### src/hdl/lwpf_pkg.sv
// ----------------------------------------------------------------------------
// lwpf_pkg
// Shared types and constants of the LCD window pixel framer.
// ----------------------------------------------------------------------------
`default_nettype none

package lwpf_pkg;

  localparam int unsigned MaxSideDefault = 320;

  localparam int unsigned CfgW   = 9;
  localparam int unsigned CfgIdxW = 3;
  localparam int unsigned CountW = 18;
  localparam int unsigned PosW   = 4;

  typedef enum logic [1:0] {
    MODE_ORIENT = 2'd0,
    MODE_FRAME  = 2'd1,
    MODE_PIXEL  = 2'd2,
    MODE_NONE   = 2'd3
  } mode_e;

  typedef enum logic [CfgIdxW-1:0] {
    CFG_PANEL_WIDTH  = 3'd0,
    CFG_PANEL_HEIGHT = 3'd1,
    CFG_COLUMN_OFS   = 3'd2,
    CFG_ROW_OFS      = 3'd3,
    CFG_ROTATION     = 3'd4,
    CFG_BLUE_FIRST   = 3'd5
  } cfg_idx_e;

  localparam logic [1:0] Rot0   = 2'd0;
  localparam logic [1:0] Rot90  = 2'd1;
  localparam logic [1:0] Rot180 = 2'd2;
  localparam logic [1:0] Rot270 = 2'd3;

  localparam logic [7:0] CmdColumn   = 8'h2A;
  localparam logic [7:0] CmdRow      = 8'h2B;
  localparam logic [7:0] CmdMemWrite = 8'h2C;
  localparam logic [7:0] CmdAddrMode = 8'h36;

  localparam logic [7:0] AmBgr = 8'h08;
  localparam logic [7:0] AmMv  = 8'h20;
  localparam logic [7:0] AmMx  = 8'h40;
  localparam logic [7:0] AmMy  = 8'h80;

  localparam logic [CfgW-1:0] ResetWidth  = 9'd135;
  localparam logic [CfgW-1:0] ResetHeight = 9'd240;

  typedef struct packed {
    logic [15:0]       col_first;
    logic [15:0]       col_end;
    logic [15:0]       row_first;
    logic [15:0]       row_end;
    logic [CountW-1:0] count;
  } window_t;

  typedef struct packed {
    logic       dc_level;
    logic [7:0] out_byte;
    logic       last;
    logic       frame_done;
  } result_t;

  typedef struct packed {
    logic has_result;
    logic final_step;
  } step_t;

  typedef struct packed {
    logic              open;
    logic [CountW-1:0] remaining;
  } frame_t;

endpackage

`default_nettype wire

### src/hdl/lcd_window_pixel_framer.sv
// ----------------------------------------------------------------------------
// lcd_window_pixel_framer
// Turns orientation, begin-frame and pixel requests into tagged LCD bytes.
// ----------------------------------------------------------------------------
//  Channel   Dir  tdata            tuser (low bit up)        tlast
//  s_axis    in   pixel_byte[7:0]  mode[1:0]                 -
//  m_axis    out  out_byte[7:0]    dc_level, frame_done      last
//  cfg       in   cfg_wdata_i = register value, cfg_idx_i = register index
//
// A pixel request in an open frame emits one byte, an orientation request
// two and a begin-frame request eleven: the request register emits one
// byte per cycle into the output register while m_axis does not stall.
// Reset restores the default panel settings and closes the frame.
// A stall on m_axis holds the output register; one request still enters.
// ----------------------------------------------------------------------------
`default_nettype none

module lcd_window_pixel_framer #(
  parameter int unsigned MAX_SIDE = lwpf_pkg::MaxSideDefault
) (
  input  wire logic                         clk_i,
  input  wire logic                         rst_ni,
  input  wire logic                         s_axis_tvalid_i,
  output logic                              s_axis_tready_o,
  input  wire logic [7:0]                   s_axis_tdata_i,  // pixel_byte
  input  wire logic [1:0]                   s_axis_tuser_i,  // mode
  output logic                              m_axis_tvalid_o,
  input  wire logic                         m_axis_tready_i,
  output logic [7:0]                        m_axis_tdata_o,  // out_byte
  output logic [1:0]                        m_axis_tuser_o,  // dc_level, frame_done
  output logic                              m_axis_tlast_o,
  input  wire logic                         cfg_we_i,
  input  wire logic [lwpf_pkg::CfgIdxW-1:0] cfg_idx_i,
  input  wire logic [lwpf_pkg::CfgW-1:0]    cfg_wdata_i
);

  logic [lwpf_pkg::CfgW-1:0] width_q, height_q, col_ofs_q, row_ofs_q;
  logic [1:0]                rotation_q;
  logic                      blue_first_q;

  logic                      req_valid_q, req_valid_d;
  lwpf_pkg::mode_e           req_mode_q;
  logic [7:0]                req_pixel_q;
  logic [lwpf_pkg::PosW-1:0] pos_q, pos_d;

  lwpf_pkg::frame_t          frame_q, frame_d;
  lwpf_pkg::window_t         window;
  lwpf_pkg::result_t         result, out_q;
  lwpf_pkg::step_t           step_info;
  logic                      out_valid_q, out_valid_d;
  logic                      out_free, step, retire, accept;

  always_ff @(posedge clk_i or negedge rst_ni) begin
    if (!rst_ni) begin
      width_q      <= lwpf_pkg::ResetWidth;
      height_q     <= lwpf_pkg::ResetHeight;
      col_ofs_q    <= '0;
      row_ofs_q    <= '0;
      rotation_q   <= lwpf_pkg::Rot0;
      blue_first_q <= 1'b0;
    end else if (cfg_we_i) begin
      unique case (cfg_idx_i)
        lwpf_pkg::CFG_PANEL_WIDTH:  width_q      <= cfg_wdata_i;
        lwpf_pkg::CFG_PANEL_HEIGHT: height_q     <= cfg_wdata_i;
        lwpf_pkg::CFG_COLUMN_OFS:   col_ofs_q    <= cfg_wdata_i;
        lwpf_pkg::CFG_ROW_OFS:      row_ofs_q    <= cfg_wdata_i;
        lwpf_pkg::CFG_ROTATION:     rotation_q   <= cfg_wdata_i[1:0];
        lwpf_pkg::CFG_BLUE_FIRST:   blue_first_q <= cfg_wdata_i[0];
        default: ;
      endcase
    end
  end

  lwpf_window #(
    .MAX_SIDE(MAX_SIDE)
  ) u_window (
    .panel_width_i (width_q),
    .panel_height_i(height_q),
    .column_ofs_i  (col_ofs_q),
    .row_ofs_i     (row_ofs_q),
    .rotation_i    (rotation_q),
    .window_o      (window)
  );

  lwpf_byte_sel u_byte_sel (
    .mode_i      (req_mode_q),
    .pixel_i     (req_pixel_q),
    .pos_i       (pos_q),
    .rotation_i  (rotation_q),
    .blue_first_i(blue_first_q),
    .window_i    (window),
    .frame_i     (frame_q),
    .result_o    (result),
    .step_o      (step_info)
  );

  always_comb begin
    out_free        = !out_valid_q || m_axis_tready_i;
    step            = req_valid_q && (!step_info.has_result || out_free);
    retire          = step && step_info.final_step;
    s_axis_tready_o = !req_valid_q || retire;
    accept          = s_axis_tvalid_i && s_axis_tready_o;

    req_valid_d = accept ? 1'b1 : (retire ? 1'b0 : req_valid_q);

    pos_d = pos_q;
    if (retire) begin
      pos_d = '0;
    end else if (step) begin
      pos_d = pos_q + lwpf_pkg::PosW'(1);
    end

    out_valid_d = out_valid_q;
    if (step && step_info.has_result) begin
      out_valid_d = 1'b1;
    end else if (m_axis_tready_i) begin
      out_valid_d = 1'b0;
    end

    // Frame bookkeeping happens when a request retires.
    frame_d = frame_q;
    if (retire) begin
      priority if (req_mode_q == lwpf_pkg::MODE_FRAME) begin
        frame_d.remaining = window.count;
        frame_d.open      = (window.count != '0);
      end else if (req_mode_q == lwpf_pkg::MODE_PIXEL) begin
        if (frame_q.open && (frame_q.remaining != '0)) begin
          frame_d.remaining = frame_q.remaining - lwpf_pkg::CountW'(1);
          frame_d.open      = (frame_q.remaining != lwpf_pkg::CountW'(1));
        end else begin
          frame_d = '0;
        end
      end else begin
        frame_d = frame_q;
      end
    end
  end

  always_ff @(posedge clk_i or negedge rst_ni) begin
    if (!rst_ni) begin
      req_valid_q <= 1'b0;
      pos_q       <= '0;
      out_valid_q <= 1'b0;
      frame_q     <= '0;
    end else begin
      req_valid_q <= req_valid_d;
      pos_q       <= pos_d;
      out_valid_q <= out_valid_d;
      frame_q     <= frame_d;
    end
  end

  always_ff @(posedge clk_i) begin
    if (accept) begin
      req_mode_q  <= lwpf_pkg::mode_e'(s_axis_tuser_i);
      req_pixel_q <= s_axis_tdata_i;
    end
    if (step && step_info.has_result) begin
      out_q <= result;
    end
  end

  assign m_axis_tvalid_o = out_valid_q;
  assign m_axis_tdata_o  = out_q.out_byte;
  assign m_axis_tuser_o  = {out_q.frame_done, out_q.dc_level};
  assign m_axis_tlast_o  = out_q.last;

endmodule

`default_nettype wire

### src/hdl/lwpf_window.sv
// ----------------------------------------------------------------------------
// lwpf_window
// Logical window geometry and frame byte count from the panel settings.
// ----------------------------------------------------------------------------
`default_nettype none

module lwpf_window #(
  parameter int unsigned MAX_SIDE = lwpf_pkg::MaxSideDefault
) (
  input  wire logic [lwpf_pkg::CfgW-1:0] panel_width_i,
  input  wire logic [lwpf_pkg::CfgW-1:0] panel_height_i,
  input  wire logic [lwpf_pkg::CfgW-1:0] column_ofs_i,
  input  wire logic [lwpf_pkg::CfgW-1:0] row_ofs_i,
  input  wire logic [1:0]                rotation_i,
  output lwpf_pkg::window_t              window_o
);

  logic                        swap;
  logic [lwpf_pkg::CfgW-1:0]   w_raw, h_raw, w_side, h_side, co, ro;
  logic [2*lwpf_pkg::CfgW-1:0] area;
  logic [2*lwpf_pkg::CfgW:0]   bytes;

  always_comb begin
    swap  = (rotation_i == lwpf_pkg::Rot90) || (rotation_i == lwpf_pkg::Rot270);
    w_raw = swap ? panel_height_i : panel_width_i;
    h_raw = swap ? panel_width_i  : panel_height_i;
    co    = swap ? row_ofs_i      : column_ofs_i;
    ro    = swap ? column_ofs_i   : row_ofs_i;

    // A clamp can only bite when MAX_SIDE is below the register range.
    w_side = (32'(w_raw) > MAX_SIDE) ? lwpf_pkg::CfgW'(MAX_SIDE) : w_raw;
    h_side = (32'(h_raw) > MAX_SIDE) ? lwpf_pkg::CfgW'(MAX_SIDE) : h_raw;

    area  = w_side * h_side;
    bytes = {area, 1'b0};

    window_o.col_first = 16'(co);
    window_o.col_end   = 16'(co) + 16'(w_side) - 16'd1;
    window_o.row_first = 16'(ro);
    window_o.row_end   = 16'(ro) + 16'(h_side) - 16'd1;
    window_o.count     = (bytes[2*lwpf_pkg::CfgW:lwpf_pkg::CountW] != '0)
                         ? '1 : bytes[lwpf_pkg::CountW-1:0];
  end

endmodule

`default_nettype wire

### src/hdl/lwpf_byte_sel.sv
// ----------------------------------------------------------------------------
// lwpf_byte_sel
// Picks the output byte for the current request and byte position.
// ----------------------------------------------------------------------------
`default_nettype none

module lwpf_byte_sel (
  input  wire lwpf_pkg::mode_e           mode_i,
  input  wire logic [7:0]                pixel_i,
  input  wire logic [lwpf_pkg::PosW-1:0] pos_i,
  input  wire logic [1:0]                rotation_i,
  input  wire logic                      blue_first_i,
  input  wire lwpf_pkg::window_t         window_i,
  input  wire lwpf_pkg::frame_t          frame_i,
  output lwpf_pkg::result_t              result_o,
  output lwpf_pkg::step_t                step_o
);

  localparam logic [lwpf_pkg::PosW-1:0] PosColCmd = 4'd0;
  localparam logic [lwpf_pkg::PosW-1:0] PosCsHi   = 4'd1;
  localparam logic [lwpf_pkg::PosW-1:0] PosCsLo   = 4'd2;
  localparam logic [lwpf_pkg::PosW-1:0] PosCeHi   = 4'd3;
  localparam logic [lwpf_pkg::PosW-1:0] PosCeLo   = 4'd4;
  localparam logic [lwpf_pkg::PosW-1:0] PosRowCmd = 4'd5;
  localparam logic [lwpf_pkg::PosW-1:0] PosRsHi   = 4'd6;
  localparam logic [lwpf_pkg::PosW-1:0] PosRsLo   = 4'd7;
  localparam logic [lwpf_pkg::PosW-1:0] PosReHi   = 4'd8;
  localparam logic [lwpf_pkg::PosW-1:0] PosReLo   = 4'd9;
  localparam logic [lwpf_pkg::PosW-1:0] PosMemCmd = 4'd10;
  localparam logic [lwpf_pkg::PosW-1:0] PosAmData = 4'd1;

  logic [7:0] am;

  always_comb begin
    unique case (rotation_i)
      lwpf_pkg::Rot90:  am = lwpf_pkg::AmMv | lwpf_pkg::AmMy;
      lwpf_pkg::Rot180: am = lwpf_pkg::AmMx | lwpf_pkg::AmMy;
      lwpf_pkg::Rot270: am = lwpf_pkg::AmMv | lwpf_pkg::AmMx;
      default:          am = 8'h00;
    endcase
    if (blue_first_i) begin
      am = am | lwpf_pkg::AmBgr;
    end

    result_o   = '0;
    step_o     = '0;
    unique case (mode_i)
      lwpf_pkg::MODE_ORIENT: begin
        step_o.has_result = 1'b1;
        if (pos_i == PosAmData) begin
          result_o.dc_level = 1'b1;
          result_o.out_byte = am;
          result_o.last     = 1'b1;
          step_o.final_step = 1'b1;
        end else begin
          result_o.out_byte = lwpf_pkg::CmdAddrMode;
        end
      end
      lwpf_pkg::MODE_FRAME: begin
        step_o.has_result = 1'b1;
        result_o.dc_level = 1'b1;
        unique case (pos_i)
          PosColCmd: begin
            result_o.dc_level = 1'b0;
            result_o.out_byte = lwpf_pkg::CmdColumn;
          end
          PosCsHi: result_o.out_byte = window_i.col_first[15:8];
          PosCsLo: result_o.out_byte = window_i.col_first[7:0];
          PosCeHi: result_o.out_byte = window_i.col_end[15:8];
          PosCeLo: result_o.out_byte = window_i.col_end[7:0];
          PosRowCmd: begin
            result_o.dc_level = 1'b0;
            result_o.out_byte = lwpf_pkg::CmdRow;
          end
          PosRsHi: result_o.out_byte = window_i.row_first[15:8];
          PosRsLo: result_o.out_byte = window_i.row_first[7:0];
          PosReHi: result_o.out_byte = window_i.row_end[15:8];
          PosReLo: result_o.out_byte = window_i.row_end[7:0];
          default: begin
            // Memory-write command closes the header.
            result_o.dc_level = 1'b0;
            result_o.out_byte = lwpf_pkg::CmdMemWrite;
            result_o.last     = 1'b1;
            step_o.final_step = 1'b1;
          end
        endcase
        if (pos_i > PosMemCmd) begin
          step_o.final_step = 1'b1;
        end
      end
      lwpf_pkg::MODE_PIXEL: begin
        step_o.final_step = 1'b1;
        if (frame_i.open && (frame_i.remaining != '0)) begin
          step_o.has_result   = 1'b1;
          result_o.dc_level   = 1'b1;
          result_o.out_byte   = pixel_i;
          result_o.last       = 1'b1;
          result_o.frame_done = (frame_i.remaining == lwpf_pkg::CountW'(1));
        end
      end
      default: begin
        step_o.final_step = 1'b1;
      end
    endcase
  end

endmodule

`default_nettype wire

### config.mk
export PLATFORM = sky130hd
export DESIGN_NAME = lcd_window_pixel_framer
export DESIGN_NICKNAME = d
export VERILOG_FILES = /design/src/hdl/lwpf_pkg.sv /design/src/hdl/lcd_window_pixel_framer.sv /design/src/hdl/lwpf_window.sv /design/src/hdl/lwpf_byte_sel.sv
export SDC_FILE = /design/constraint.sdc
export NUM_CORES = 1
export LEC_CHECK = 0
export BUFFER_PORTS_ARGS = -buffer_cell sky130_fd_sc_hd__buf_4
export CORE_MARGIN = 3
export CORE_UTILIZATION = 55
export DETAILED_ROUTE_END_ITERATION = 6
export PLACE_DENSITY_LB_ADDON = 0.1
export SLEW_MARGIN = 15
export SYNTH_ARGS = -nofsm -noshare
export SYNTH_HDL_FRONTEND = slang
export SYNTH_HIERARCHICAL = 1
export SYNTH_SLANG_ARGS = --single-unit
export TNS_END_PERCENT = 5
### constraint.sdc
create_clock -name clk_i -period 12.5 [get_ports clk_i]
set_input_delay 0 -clock clk_i [delete_from_list [all_inputs] [get_ports clk_i]]
set_output_delay 0 -clock clk_i [all_outputs]
set_load 0.05 [all_outputs]
== Yosys cells after proc, flatten, opt, wreduce, memory -nomap -nowiden ==
Cells that the tools add are included.
Storage, ports and cells
  memory bits (read-only): 0
  bits of input ports: 27
  bits in registers: 85
  bits in writable memories: 0
  memories kept: 0
  bits in latches: 0
Cells by class
  eq/ne operators: 21
  div/mod/pow operators: 0
  muxes and demuxes: 29
  shift-type cells: 0
  magnitude comparators: 3
  reductions and logical operators: 32
  add/sub/neg operators: 6
  bitwise operators: 0
  $mul: 1
Operators by type and width (count)
  case mux 8 bit (10 select lines): 1
  2-to-1 mux 19 bit: 3
  2-to-1 mux 9 bit: 6
  nonzero test 18 bit: 2
  subtractor 16 x 1 -> 16 bit, second input constant: 2
  case mux 10 bit (3 select lines): 1
  case mux 8 bit (3 select lines): 1
  adder 9 x 9 -> 10 bit: 2
  equality test 18 x 1 -> 1 bit, second input constant: 1
  greater-than comparator 9 bit, second input constant: 2
  multiplier 9 x 9 -> 18 bit: 1
  2-to-1 mux 18 bit: 1
  != test 18 x 1 -> 1 bit, second input constant: 1
  subtractor 18 x 1 -> 18 bit, second input constant: 1
  equality test 4 x 3 -> 1 bit, second input constant: 4
  AND reduction 2 bit: 8
  2-to-1 mux 4 bit: 3
  2-to-1 mux 11 bit: 1
  OR reduction 10 bit: 1
  2-to-1 mux 1 bit: 9
  equality test 4 x 2 -> 1 bit, second input constant: 2
  equality test 4 bit, second input constant: 2
  2-to-1 mux 8 bit: 1
  nonzero test 2 bit: 4
  other kinds (17): 32

== Depth between registers and ports, before layout ==
Gate-level depths: netlist (run 1).
  word-level depth: 11
  gate-level depth with buffers: 29
  mapped depth without buffers: 28

== Hierarchy ==
The synthesis (run 1) kept the hierarchy.
Modules (own cells, without submodules)
  lwpf_window: seq. area each 0.0 µm², cells an instance 560, area an instance 4420.5 µm², instances 1
  lcd_window_pixel_framer: seq. area each 2242.2 µm², cells an instance 300, area an instance 3751.1 µm², instances 1
  lwpf_byte_sel: seq. area each 0.0 µm², cells an instance 149, area an instance 997.2 µm², instances 1

== Worst setup path after synthesis (run 1) ==
Ideal clock, no wire load.
  kind: register to register
  start point: register width_q[5] (netlist name)
  end point: register frame_q[18] (netlist name)
  clock period less this slack: 7.341 ns
  setup slack: 5.159 ns
  required time: 12.378 ns
  setup time: 0.122 ns
  stages on the path, launching flop included: 28
  arrival time: 7.219 ns
  path through: dfrtp_1 > or4_1 > o31a_1 > a211oi_2 > nor2_1 > buf_6 > or2_1 > buf_6 > or2_1 > fa_1 > fa_1 > inv_1 > fa_1 > inv_1 > fa_1 > inv_1 > ha_1 > a21o_1 > a21oi_1 > o31ai_1 > a311oi_1 > o21bai_1 > xnor2_1 > buf_2 > nand2_1 > or4_1 > or4_1 > a32o_1
RTL lines
  from (decl): RTL line lcd_window_pixel_framer.sv:37  | logic [lwpf_pkg::CfgW-1:0] width_q, height_q, col_ofs_q, row_ofs_q;
  from (signal assigned): RTL line lcd_window_pixel_framer.sv:55  | width_q <= lwpf_pkg::ResetWidth;
  from (signal assigned): RTL line lcd_window_pixel_framer.sv:63  | lwpf_pkg::CFG_PANEL_WIDTH: width_q <= cfg_wdata_i;
  to (signal assigned): RTL line lcd_window_pixel_framer.sv:149  | frame_q <= frame_d;
  to (decl): RTL line lcd_window_pixel_framer.sv:46  | lwpf_pkg::frame_t frame_q, frame_d;

==> results of run 1 <==
[layer usage]
layer / global-route usage / up-vias / routed length (µm) / part of all wire
met5: 0 / - / 0 / 0
met4: 0.0538 / 0 / 344 / 0.015
met3: 0.0373 / 29 / 1160 / 0.051
met2: 0.436 / 212 / 11300 / 0.50
met1: 0.346 / 3597 / 9850 / 0.44
li1: - / 3544 / - / -
[critical path, cell delays in order (launching register included)]
cell and delay [ps]:
dfrtp_2 1020, mux2i_4 560, inv_1 230, a221oi_2 750
inv_1 250, nand2_1 140, fa_1 460, fa_1 550
inv_1 50, fa_1 550, inv_1 70, fa_1 530
inv_1 40, ha_1 220, a21o_1 180, a21oi_1 150
o31ai_1 140, a311oi_1 310, o21bai_1 130, xnor2_2 580
o21ai_0 240, or4_1 540, or4_1 470, a32o_1 270
[cell usage in the layout (no fill, tap or decap), drive strengths merged, types with 31 or more instances in the layout]
| master | count |
|---|---|
| mux2 | 69 |
| dfrtp | 56 |
| fa | 52 |
| buf | 43 |
| inv | 141 |
| ha | 74 |
| o21ai | 49 |
| nand2 | 67 |
| nor2 | 83 |
| nor3 | 33 |
| a21oi | 31 |
[flip-flops by register name, summed over array words and instances, names as in the netlist]
signal           cells
rotation_q           2
height_q             9
frame_q             19
req_pixel_q          8
m_axis_tlast_o       1
row_ofs_q            9
m_axis_tvalid_o      1
col_ofs_q            9
m_axis_tuser_o       2
pos_q                4
width_q              9
req_valid_q          1
req_mode_q           2
m_axis_tdata_o       8
blue_first_q         1
[worst max-delay path by stage]
stage / cells past startpoint / endpoint / slack, ps
floorplan: 27 / frame_q[18]$_DFFE_PN0P_ / 5160
global placement: 22 / frame_q[18]$_DFFE_PN0P_ / 3480
detailed placement: 22 / frame_q[18]$_DFFE_PN0P_ / 3290
CTS: 22 / frame_q[18]$_DFFE_PN0P_ / 3240
global route: 23 / frame_q[18]$_DFFE_PN0P_ / 3480
finish: 23 / frame_q[18]$_DFFE_PN0P_ / 3910
[cell type report]
| class | count | area, µm² | area share |
|---|---|---|---|
| Timing Repair Buffer | 65 | 543 | 0.0543 |
| Clock inverter | 5 | 40.0 | 0.00400 |
| Multi-Input combinational cell | 743 | 6130 | 0.613 |
| Tap cell | 216 | 270 | 0.0270 |
| Inverter | 137 | 514 | 0.0514 |
| Clock buffer | 11 | 254 | 0.0254 |
| Sequential cell | 85 | 2240 | 0.224 |
[kinds of logic (layout without fill, tap and decap cells)]
family	count (synthesis)	after routing	share of synthesized area
AO/OA/AOI/OAI	189	189	0.145
adder cells (fa/ha/maj)	126	126	0.215
XOR/XNOR	28	28	0.0267
AND/OR/NAND/NOR	303	303	0.173
other	1	14	0.000409
buffers and inverters	194	218	0.0931
multiplexers	83	83	0.103
flip-flops	85	85	0.245
[metrics by stage]
step | area (µm²) | hold slack [ps]
after global placement | 9470 | 139
after detailed placement | 9470 | 142
final | 10000 | 34.3
after CTS | 9990 | 24.5
after global routing | 10000 | 43.2
after floorplan | 9220 | -296
==> flow_metrics.env, run 1 <==
export IMPL_drt_iter0_markers=468
export IMPL_hold_depth=3
export IMPL_crit_path_max_fanout=45
export IMPL_cap_violations=0
export IMPL_die_w_um=135
export IMPL_synthCells=1009
export IMPL_pre_cts_slack_ps=3290
export IMPL_synth_cell_types=80
export IMPL_ys_ff_latch=85
export IMPL_die_h_um=135
export IMPL_start_util=0.569
export IMPL_post_route_drc_count=0
export IMPL_worstSetupStartpoint="rotation_q[0]$_DFFE_PN0P_"
export IMPL_required_ps=12730
export IMPL_r2r_end="frame_q[18]$_DFFE_PN0P_"
export IMPL_placementRows=46
export IMPL_r2r_start="rotation_q[0]$_DFFE_PN0P_"
export IMPL_synthTopCellsByArea="dfrtp_1 (15%), fa_1 (11%), ha_1 (10%)"
export IMPL_gp_congestion=0.958
export IMPL_via_per_inst=5.85
export IMPL_yosys_warnings=6
export IMPL_worst_pin_slew_ps=1120
export IMPL_fin_util=0.620
export IMPL_hold_path_startpoint="cfg_idx_i[0]"
export IMPL_min_period_over_period=0.687
export IMPL_skew_ps=7.65
export IMPL_track_usage=0.255
export IMPL_drv_slew=0
export IMPL_n_antenna_cell=0
export IMPL_min_to="blue_first_q$_DFFE_PN0P_"
export IMPL_rrSetupSlack_ps=3910
export IMPL_clockBufferDepth=2
export IMPL_grt_overflow=0
export IMPL_grt_pass1_wl_um=37100
export IMPL_reg2regPathDepth=23
export IMPL_finalSetupTns_ps=0
export IMPL_area_growth_syn_to_layout_pct=9.05
export IMPL_final_cells=1262
export IMPL_dr_pass1_iters=6
export IMPL_fmax_mhz=116
export IMPL_hold_violations=0
export IMPL_ctsHoldBuffers=22
export IMPL_hp_class="in2reg"
export IMPL_fin_ws_ps=3910
export IMPL_dr_total_vias=7382
export IMPL_fin_crit_ps=8590
export IMPL_critPathCaptureType="flip-flop"
export IMPL_fin_nets=1194
export IMPL_postRouteAntennaNets=0
export IMPL_fp_coreArea_mm2=0.0161
export IMPL_dieArea_mm2=0.0183
export IMPL_status="finished clean"
export IMPL_synth_top_area_frac=0.153
export IMPL_io_buffers=39
export IMPL_rsz0062_at_grt="false"
export IMPL_yosys_area_top_type="dfrtp_1"
export IMPL_clock_latency_ps=340
export IMPL_cts_setup_buffers=0
export IMPL_first_global_vias=7193
export IMPL_antenna_found_initial=0
export IMPL_ys_flop_type="dfrtp_1"
export IMPL_syn_cell_area_mm2=0.00917
export IMPL_grt_max_degree=65
export IMPL_async_flop_share=0.753
export IMPL_path_clk_slew_ps=60
export IMPL_finalSetupViolCount=0
export IMPL_htree_levels=3
export IMPL_cts_tree="done"
export IMPL_synth_edf_count=21
export IMPL_synth_commonest_cells="inv_1 (137), nor2_1 (78), ha_1 (74), mux2_2 (69), nand2_1 (67)"
export IMPL_max_slew_margin=0.253
export IMPL_hpwlAfterDp_um=17800
export IMPL_io_pin_count=40
export IMPL_synth_avg_cell_area_um2=9.09
export IMPL_root_buffer="clkbuf_16"
export IMPL_start_kind="flip-flop"
export IMPL_drive_gt1_frac=0.163
export IMPL_fillers=1425
export IMPL_yosysMostFrequentCell="inv_1"
export IMPL_post_cts_resized=0
export IMPL_wl_per_cell_um=17.9
export IMPL_wl_um=22600
export IMPL_clock_sinks=85
export IMPL_dpl_cell_count=1224
export IMPL_worstPathArrival_ps=8820
export IMPL_critPathKind="reg2reg"
export IMPL_cts_inserted_buffers=9
export IMPL_yosysSeqAreaShare=0.245
Power of run 1 is left out: the tool's default activity adds up to more than one toggle a clock period on the data nets, which glitch-free logic cannot reach.
==> run 2, diff against run 1 <==
Settings changed: ABC_AREA set to 1.
Clock period 12.5 ns to 8.5 ns, I/O delays scaled along.
==> run 2 against run 1 <==
Compared with the run above:
- core utilization fell by 1.0 points
- non-clock buffer count fell by 10
- worst setup slack got worse by 2500 ps
- critical endpoint unchanged
==> flow_metrics.env, run 2 <==
export IMPL_synth_cell_types=50
export IMPL_crit_path_max_fanout=41
export IMPL_synth_edf_count=21
export IMPL_fp_coreArea_mm2=0.0175
export IMPL_hpwlAfterDp_um=19000
export IMPL_fin_crit_ps=7100
export IMPL_start_kind="flip-flop"
export IMPL_r2r_start="rotation_q[0]$_DFFE_PN0P_"
export IMPL_synth_commonest_cells="nand2_1 (386), inv_1 (250), nor2_1 (170), nand3_1 (111), ha_1 (74)"
export IMPL_r2r_end="frame_q[18]$_DFFE_PN0P_"
export IMPL_io_pin_count=40
export IMPL_wl_um=23800
export IMPL_drv_slew=0
export IMPL_fin_ws_ps=1400
export IMPL_drive_gt1_frac=0.110
export IMPL_hold_depth=3
export IMPL_hp_class="in2reg"
export IMPL_ys_flop_type="dfrtp_1"
export IMPL_status="finished clean"
export IMPL_placementRows=48
export IMPL_largest_register_ffs=19
export IMPL_ir_worst_vdd_mv=0.331
export IMPL_fmax_mhz=141
export IMPL_power_density_mw_per_mm2=399
export IMPL_area_growth_syn_to_layout_pct=7.47
export IMPL_grt_overflow=0
export IMPL_async_flop_share=0.753
export IMPL_clockBufferDepth=2
export IMPL_top_register="frame_q"
export IMPL_fin_util=0.610
export IMPL_max_slew_margin=0.309
export IMPL_clock_sinks=85
export IMPL_die_w_um=141
export IMPL_min_to="col_ofs_q[4]$_DFFE_PN0P_"
export IMPL_htree_levels=3
export IMPL_skew_ps=13.4
export IMPL_cts_inserted_buffers=9
export IMPL_layout_common_cells="nand2_1 (386), inv_1 (250), nor2_1 (170), nand3_1 (111), ha_1 (74)"
export IMPL_placed_area_mm2=0.0103
export IMPL_root_buffer="clkbuf_16"
export IMPL_syn_cell_area_mm2=0.00996
export IMPL_clock_latency_ps=350
export IMPL_critPathTopFamily="adder cells"
export IMPL_dpl_cell_count=1675
export IMPL_yosysMostFrequentCell="nand2_1"
export IMPL_slowest_delay_ps=750
export IMPL_post_route_drc_count=0
export IMPL_pre_cts_slack_ps=1430
export IMPL_dr_pass1_iters=5
export IMPL_synth_avg_cell_area_um2=6.91
export IMPL_worst_pin_slew_ps=1030
export IMPL_die_h_um=141
export IMPL_rrSetupSlack_ps=1400
export IMPL_critPathKind="reg2reg"
export IMPL_finalSetupViolCount=0
export IMPL_dieArea_mm2=0.0198
export IMPL_whs_ps=11.5
export IMPL_start_util=0.568
export IMPL_required_ps=8750
export IMPL_finalSetupTns_ps=0
export IMPL_path_clk_slew_ps=70
export IMPL_synth_top_area_frac=0.146
export IMPL_cts_setup_buffers=0
export IMPL_hold_violations=0
export IMPL_fin_nets=1629
export IMPL_via_per_inst=5.14
export IMPL_cts_tree="done"
export IMPL_cap_violations=0
export IMPL_wl_per_cell_um=14.0
export IMPL_final_common_cell="nand2_1"
export IMPL_final_cells=1706
export IMPL_worstPathArrival_ps=7340
export IMPL_rsz0062_at_grt="false"
export IMPL_first_global_vias=8654
export IMPL_critPathCaptureType="flip-flop"
export IMPL_yosys_warnings=6
export IMPL_yosysSeqAreaShare=0.225
export IMPL_crit_path_top_delay_cell="dfrtp_2"
export IMPL_synthTopCellsByArea="nand2_1 (15%), dfrtp_1 (14%), fa_1 (10%)"
export IMPL_drt_iter0_markers=698
export IMPL_finalInstanceArea_mm2=0.0107
export IMPL_power_mw=4.27
export IMPL_antenna_found_initial=0
export IMPL_n_antenna_cell=0
export IMPL_min_period_over_period=0.835
export IMPL_track_usage=0.256
export IMPL_ys_ff_latch=85
export IMPL_yosys_area_top_type="nand2_1"
export IMPL_gp_congestion=0.917
export IMPL_reg2regPathDepth=33
export IMPL_leakagePower_nw=5.83
export IMPL_io_buffers=39
export IMPL_grt_max_degree=65
export IMPL_dr_total_vias=8773
export IMPL_synthCells=1440
export IMPL_hold_path_startpoint="cfg_wdata_i[4]"
export IMPL_grt_pass1_wl_um=41300
export IMPL_cp_num_buf_inv=8
export IMPL_postRouteAntennaNets=0
export IMPL_cpMostUsedCell="nand2_1"
run 2: cell count changes in the layout (fill, tap and decap cells not counted), sizes merged, moves of 11 or more:
cell and change:
a21oi +15, a22o -12, a22oi -14, inv +123, mux2 -69, mux2i -13, nand2 +350, nand2b -11
nand3 +87, nor2 +114, nor2b -16, nor3 -27, o21ai +28
run 2: worst max path at each step:
stage,start,to,slack [ps],cells after the start
finish,rotation_q[0]$_DFFE_PN0P_,frame_q[18]$_DFFE_PN0P_,1400,33
global route,rotation_q[0]$_DFFE_PN0P_,frame_q[18]$_DFFE_PN0P_,830,33
CTS,rotation_q[0]$_DFFE_PN0P_,frame_q[18]$_DFFE_PN0P_,1400,33
detailed placement,rotation_q[0]$_DFFE_PN0P_,frame_q[18]$_DFFE_PN0P_,1430,33
global placement,rotation_q[0]$_DFFE_PN0P_,frame_q[18]$_DFFE_PN0P_,1460,33
floorplan,rotation_q[0]$_DFFE_PN0P_,frame_q[18]$_DFFE_PN0P_,2720,35
run 2: power by group:
group / switching, mW / total, mW / internal [mW]
Combinational: 2.06 / 3.21 / 1.15
Clock: 0.179 / 0.380 / 0.201
Sequential: 0.125 / 0.679 / 0.554
Total: 2.36 / 4.27 / 1.91
run 2: tightest hold or removal path, delay by kind of cell:
kind / cells / cell delay, ps
buffers and inverters: 2 / 160
AO/OA/AOI/OAI: 1 / 160
run 2: logic make-up (layout without fill, tap and decap cells):
logic type | after synthesis | in the layout | share of synthesized area
fa+ha+maj | 126 | 126 | 0.198
other cells | 1 | 14 | 0.000377
buf+inv | 304 | 332 | 0.131
xor+xnor | 28 | 28 | 0.0246
flops | 85 | 85 | 0.225
compound gates | 145 | 145 | 0.0882
simple gates | 751 | 751 | 0.333
run 2: per-layer routing:
layer,share of wire,vias up,GRT usage
met5,0,-,0
met4,0.023,0,0.0780
li1,-,4499,-
met2,0.46,200,0.412
met1,0.47,4040,0.358
met3,0.051,34,0.0406
run 2: what timing repair did:
item                       CTS  global route
gates resized for setup      0             0
hold endpoints to repair    74             0
setup endpoints to repair    0             0
hold buffers                15             0
run 2: layout make-up:
cell class,count,area [µm²]
Clock buffer,9,225
Clock inverter,7,55.1
Fill cell,1691,6840
Inverter,261,985
Multi-Input combinational cell,1064,6460
Sequential cell,85,2240
Tap cell,225,282
Timing Repair Buffer,55,450
(Power assumes the default switching activity.)
==> run 3, diff against run 2 <==
Clock period 8.5 ns to 6.5 ns, I/O delays scaled along.
==> run 3 against run 2 <==
Compared with the run above:
- clock skew fell by 5.6 ps
- register-to-register slack worse by 1000 ps
- worst hold slack lost 7.6 ps
- routed wire length increased by 6.1%
- sequential share of layout area fell by 0.51 points
- first-iteration DRC count grew 9.5%
- sequential power rose by 30%
- critical endpoint unchanged
- largest power group unchanged
- highest routed layer unchanged
==> flow_metrics.env, run 3 (synthesis results as in run 2) <==
export IMPL_crit_path_top_delay_cell="fa_1"
export IMPL_ir_worst_vdd_mv=0.450
export IMPL_largest_register_ffs=19
export IMPL_r2r_end="frame_q[18]$_DFFE_PN0P_"
export IMPL_dr_pass1_iters=5
export IMPL_slowest_delay_ps=540
export IMPL_p_int_mw=2.67
export IMPL_antenna_found_initial=0
export IMPL_track_usage=0.265
export IMPL_rrSetupSlack_ps=400
export IMPL_power_mw=5.87
export IMPL_fp_coreArea_mm2=0.0175
export IMPL_hold_violations=0
export IMPL_placementRows=48
export IMPL_via_per_inst=5.17
export IMPL_io_buffers=39
export IMPL_final_common_cell="nand2_1"
export IMPL_max_slew_margin=0.336
export IMPL_skew_ps=7.75
export IMPL_wl_per_cell_um=14.6
export IMPL_cap_violations=0
export IMPL_hold_path_startpoint="cfg_wdata_i[3]"
export IMPL_postRouteAntennaNets=0
export IMPL_power_frac_seq=0.150
export IMPL_path_clk_slew_ps=70
export IMPL_status="finished clean"
export IMPL_root_buffer="clkbuf_16"
export IMPL_clock_latency_ps=350
export IMPL_gp_congestion=0.909
export IMPL_clkPwrFrac=0.088
export IMPL_fin_util=0.626
export IMPL_fmax_mhz=164
export IMPL_leakagePower_nw=5.98
export IMPL_finalSetupTns_ps=0
export IMPL_first_global_vias=8512
export IMPL_crit_path_max_fanout=18
export IMPL_hp_class="in2reg"
export IMPL_drt_iter0_markers=764
export IMPL_wl_um=25300
export IMPL_clockBufferDepth=2
export IMPL_layout_common_cells="nand2_1 (386), inv_1 (249), nor2_1 (169), nand3_1 (111), ha_1 (74)"
export IMPL_hpwlAfterDp_um=19800
export IMPL_combPwrFrac=0.762
export IMPL_r2r_start="rotation_q[0]$_DFFE_PN0P_"
export IMPL_worst_pin_slew_ps=994
export IMPL_cpMostUsedCell="nand2_1"
export IMPL_reg2regPathDepth=32
export IMPL_io_pin_count=40
export IMPL_worstPathArrival_ps=6350
export IMPL_die_w_um=141
export IMPL_required_ps=6750
export IMPL_grt_pass1_wl_um=42400
export IMPL_min_period_over_period=0.939
export IMPL_dieArea_mm2=0.0198
export IMPL_finalSetupViolCount=0
export IMPL_n_antenna_cell=0
export IMPL_dr_total_vias=8968
export IMPL_min_to="col_ofs_q[3]$_DFFE_PN0P_"
export IMPL_start_util=0.568
export IMPL_htree_levels=3
export IMPL_p_sw_frac=0.545
export IMPL_post_route_drc_count=0
export IMPL_area_sequential_mm2=0.00225
export IMPL_grt_max_degree=65
export IMPL_hold_depth=3
export IMPL_grt_overflow=0
export IMPL_area_growth_syn_to_layout_pct=10.3
export IMPL_top_register="frame_q"
export IMPL_die_h_um=141
export IMPL_fillers=1639
export IMPL_fin_nets=1656
export IMPL_cts_inserted_buffers=9
export IMPL_drv_slew=0
export IMPL_cts_tree="done"
export IMPL_clock_sinks=85
export IMPL_power_switching_mw=3.20
export IMPL_drive_gt1_frac=0.127
export IMPL_critPathKind="reg2reg"
export IMPL_multi_input_comb_area_mm2=0.00649
export IMPL_power_density_mw_per_mm2=535
export IMPL_fin_crit_ps=6100
export IMPL_start_kind="flip-flop"
export IMPL_critPathCaptureType="flip-flop"
## run 3: worst max path at each step
| stage | from | to | slack [ps] | cells after the start |
|---|---|---|---|---|
| finish | rotation_q[0]$_DFFE_PN0P_ | frame_q[18]$_DFFE_PN0P_ | 400 | 32 |
| floorplan | rotation_q[0]$_DFFE_PN0P_ | frame_q[18]$_DFFE_PN0P_ | 720 | 35 |
| detailed placement | rotation_q[0]$_DFFE_PN0P_ | frame_q[18]$_DFFE_PN0P_ | 210 | 33 |
| global placement | rotation_q[0]$_DFFE_PN0P_ | frame_q[18]$_DFFE_PN0P_ | 270 | 31 |
| CTS | rotation_q[0]$_DFFE_PN0P_ | frame_q[18]$_DFFE_PN0P_ | 130 | 33 |
| global route | rotation_q[0]$_DFFE_PN0P_ | frame_q[18]$_DFFE_PN0P_ | -20 | 34 |
## run 3: power groups by stage
stage,logic (mW),registers [mW],clock network (mW)
6_report,4.47,0.882,0.514
5_1_grt,5.18,0.901,0.550
4_1_cts,4.43,0.890,0.525
3_5_place_dp,4.40,0.899,0
3_3_place_gp,4.35,0.894,0
2_1_floorplan,3.30,0.942,0
## run 3: layout make-up
type	instances	share of cell area
clock inverter	7	0.00524
sequential	85	0.205
inverter	261	0.0897
tap	225	0.0256
multi-input combinational	1064	0.591
timing repair buffer	82	0.0629
clock buffer	9	0.0205
## run 3: timing repair
| action | in CTS | in global routing |
|---|---|---|
| gates resized for setup | 0 | 15 |
| setup endpoints to repair | 0 | 3 |
| buffers inserted | 0 | 6 |
| endpoints found under the hold margin | 79 | 0 |
| hold buffers | 18 | 0 |
## run 3: worst max-delay path: cells and delay by family (launching register included)
kind	cells	cell delay, ps
adders and majority gates	5	2380
and+or+nand+nor	19	2220
buffers and inverters	6	580
DFF	1	490
AOI/OAI and AO/OA	2	320
## run 3: metrics by stage
stage / setup slack, ps / cells / hold slack, ps / instance area (µm²)
finish: 396 / 1733 / 3.88 / 11000
global route: -16.6 / 1733 / 14.3 / 11000
CTS: 133 / 1727 / 0.495 / 10900
detailed placement: 206 / 1693 / 164 / 10400
global placement: 267 / 1693 / 151 / 10400
floorplan: 723 / 1453 / -296 / 10000
## run 3: per-layer routing
layer | global-route usage | routed length, µm
met1 | 0.386 | 12000
met2 | 0.425 | 11600
met3 | 0.0297 | 1260
met4 | 0.0597 | 439
met5 | 0 | 0
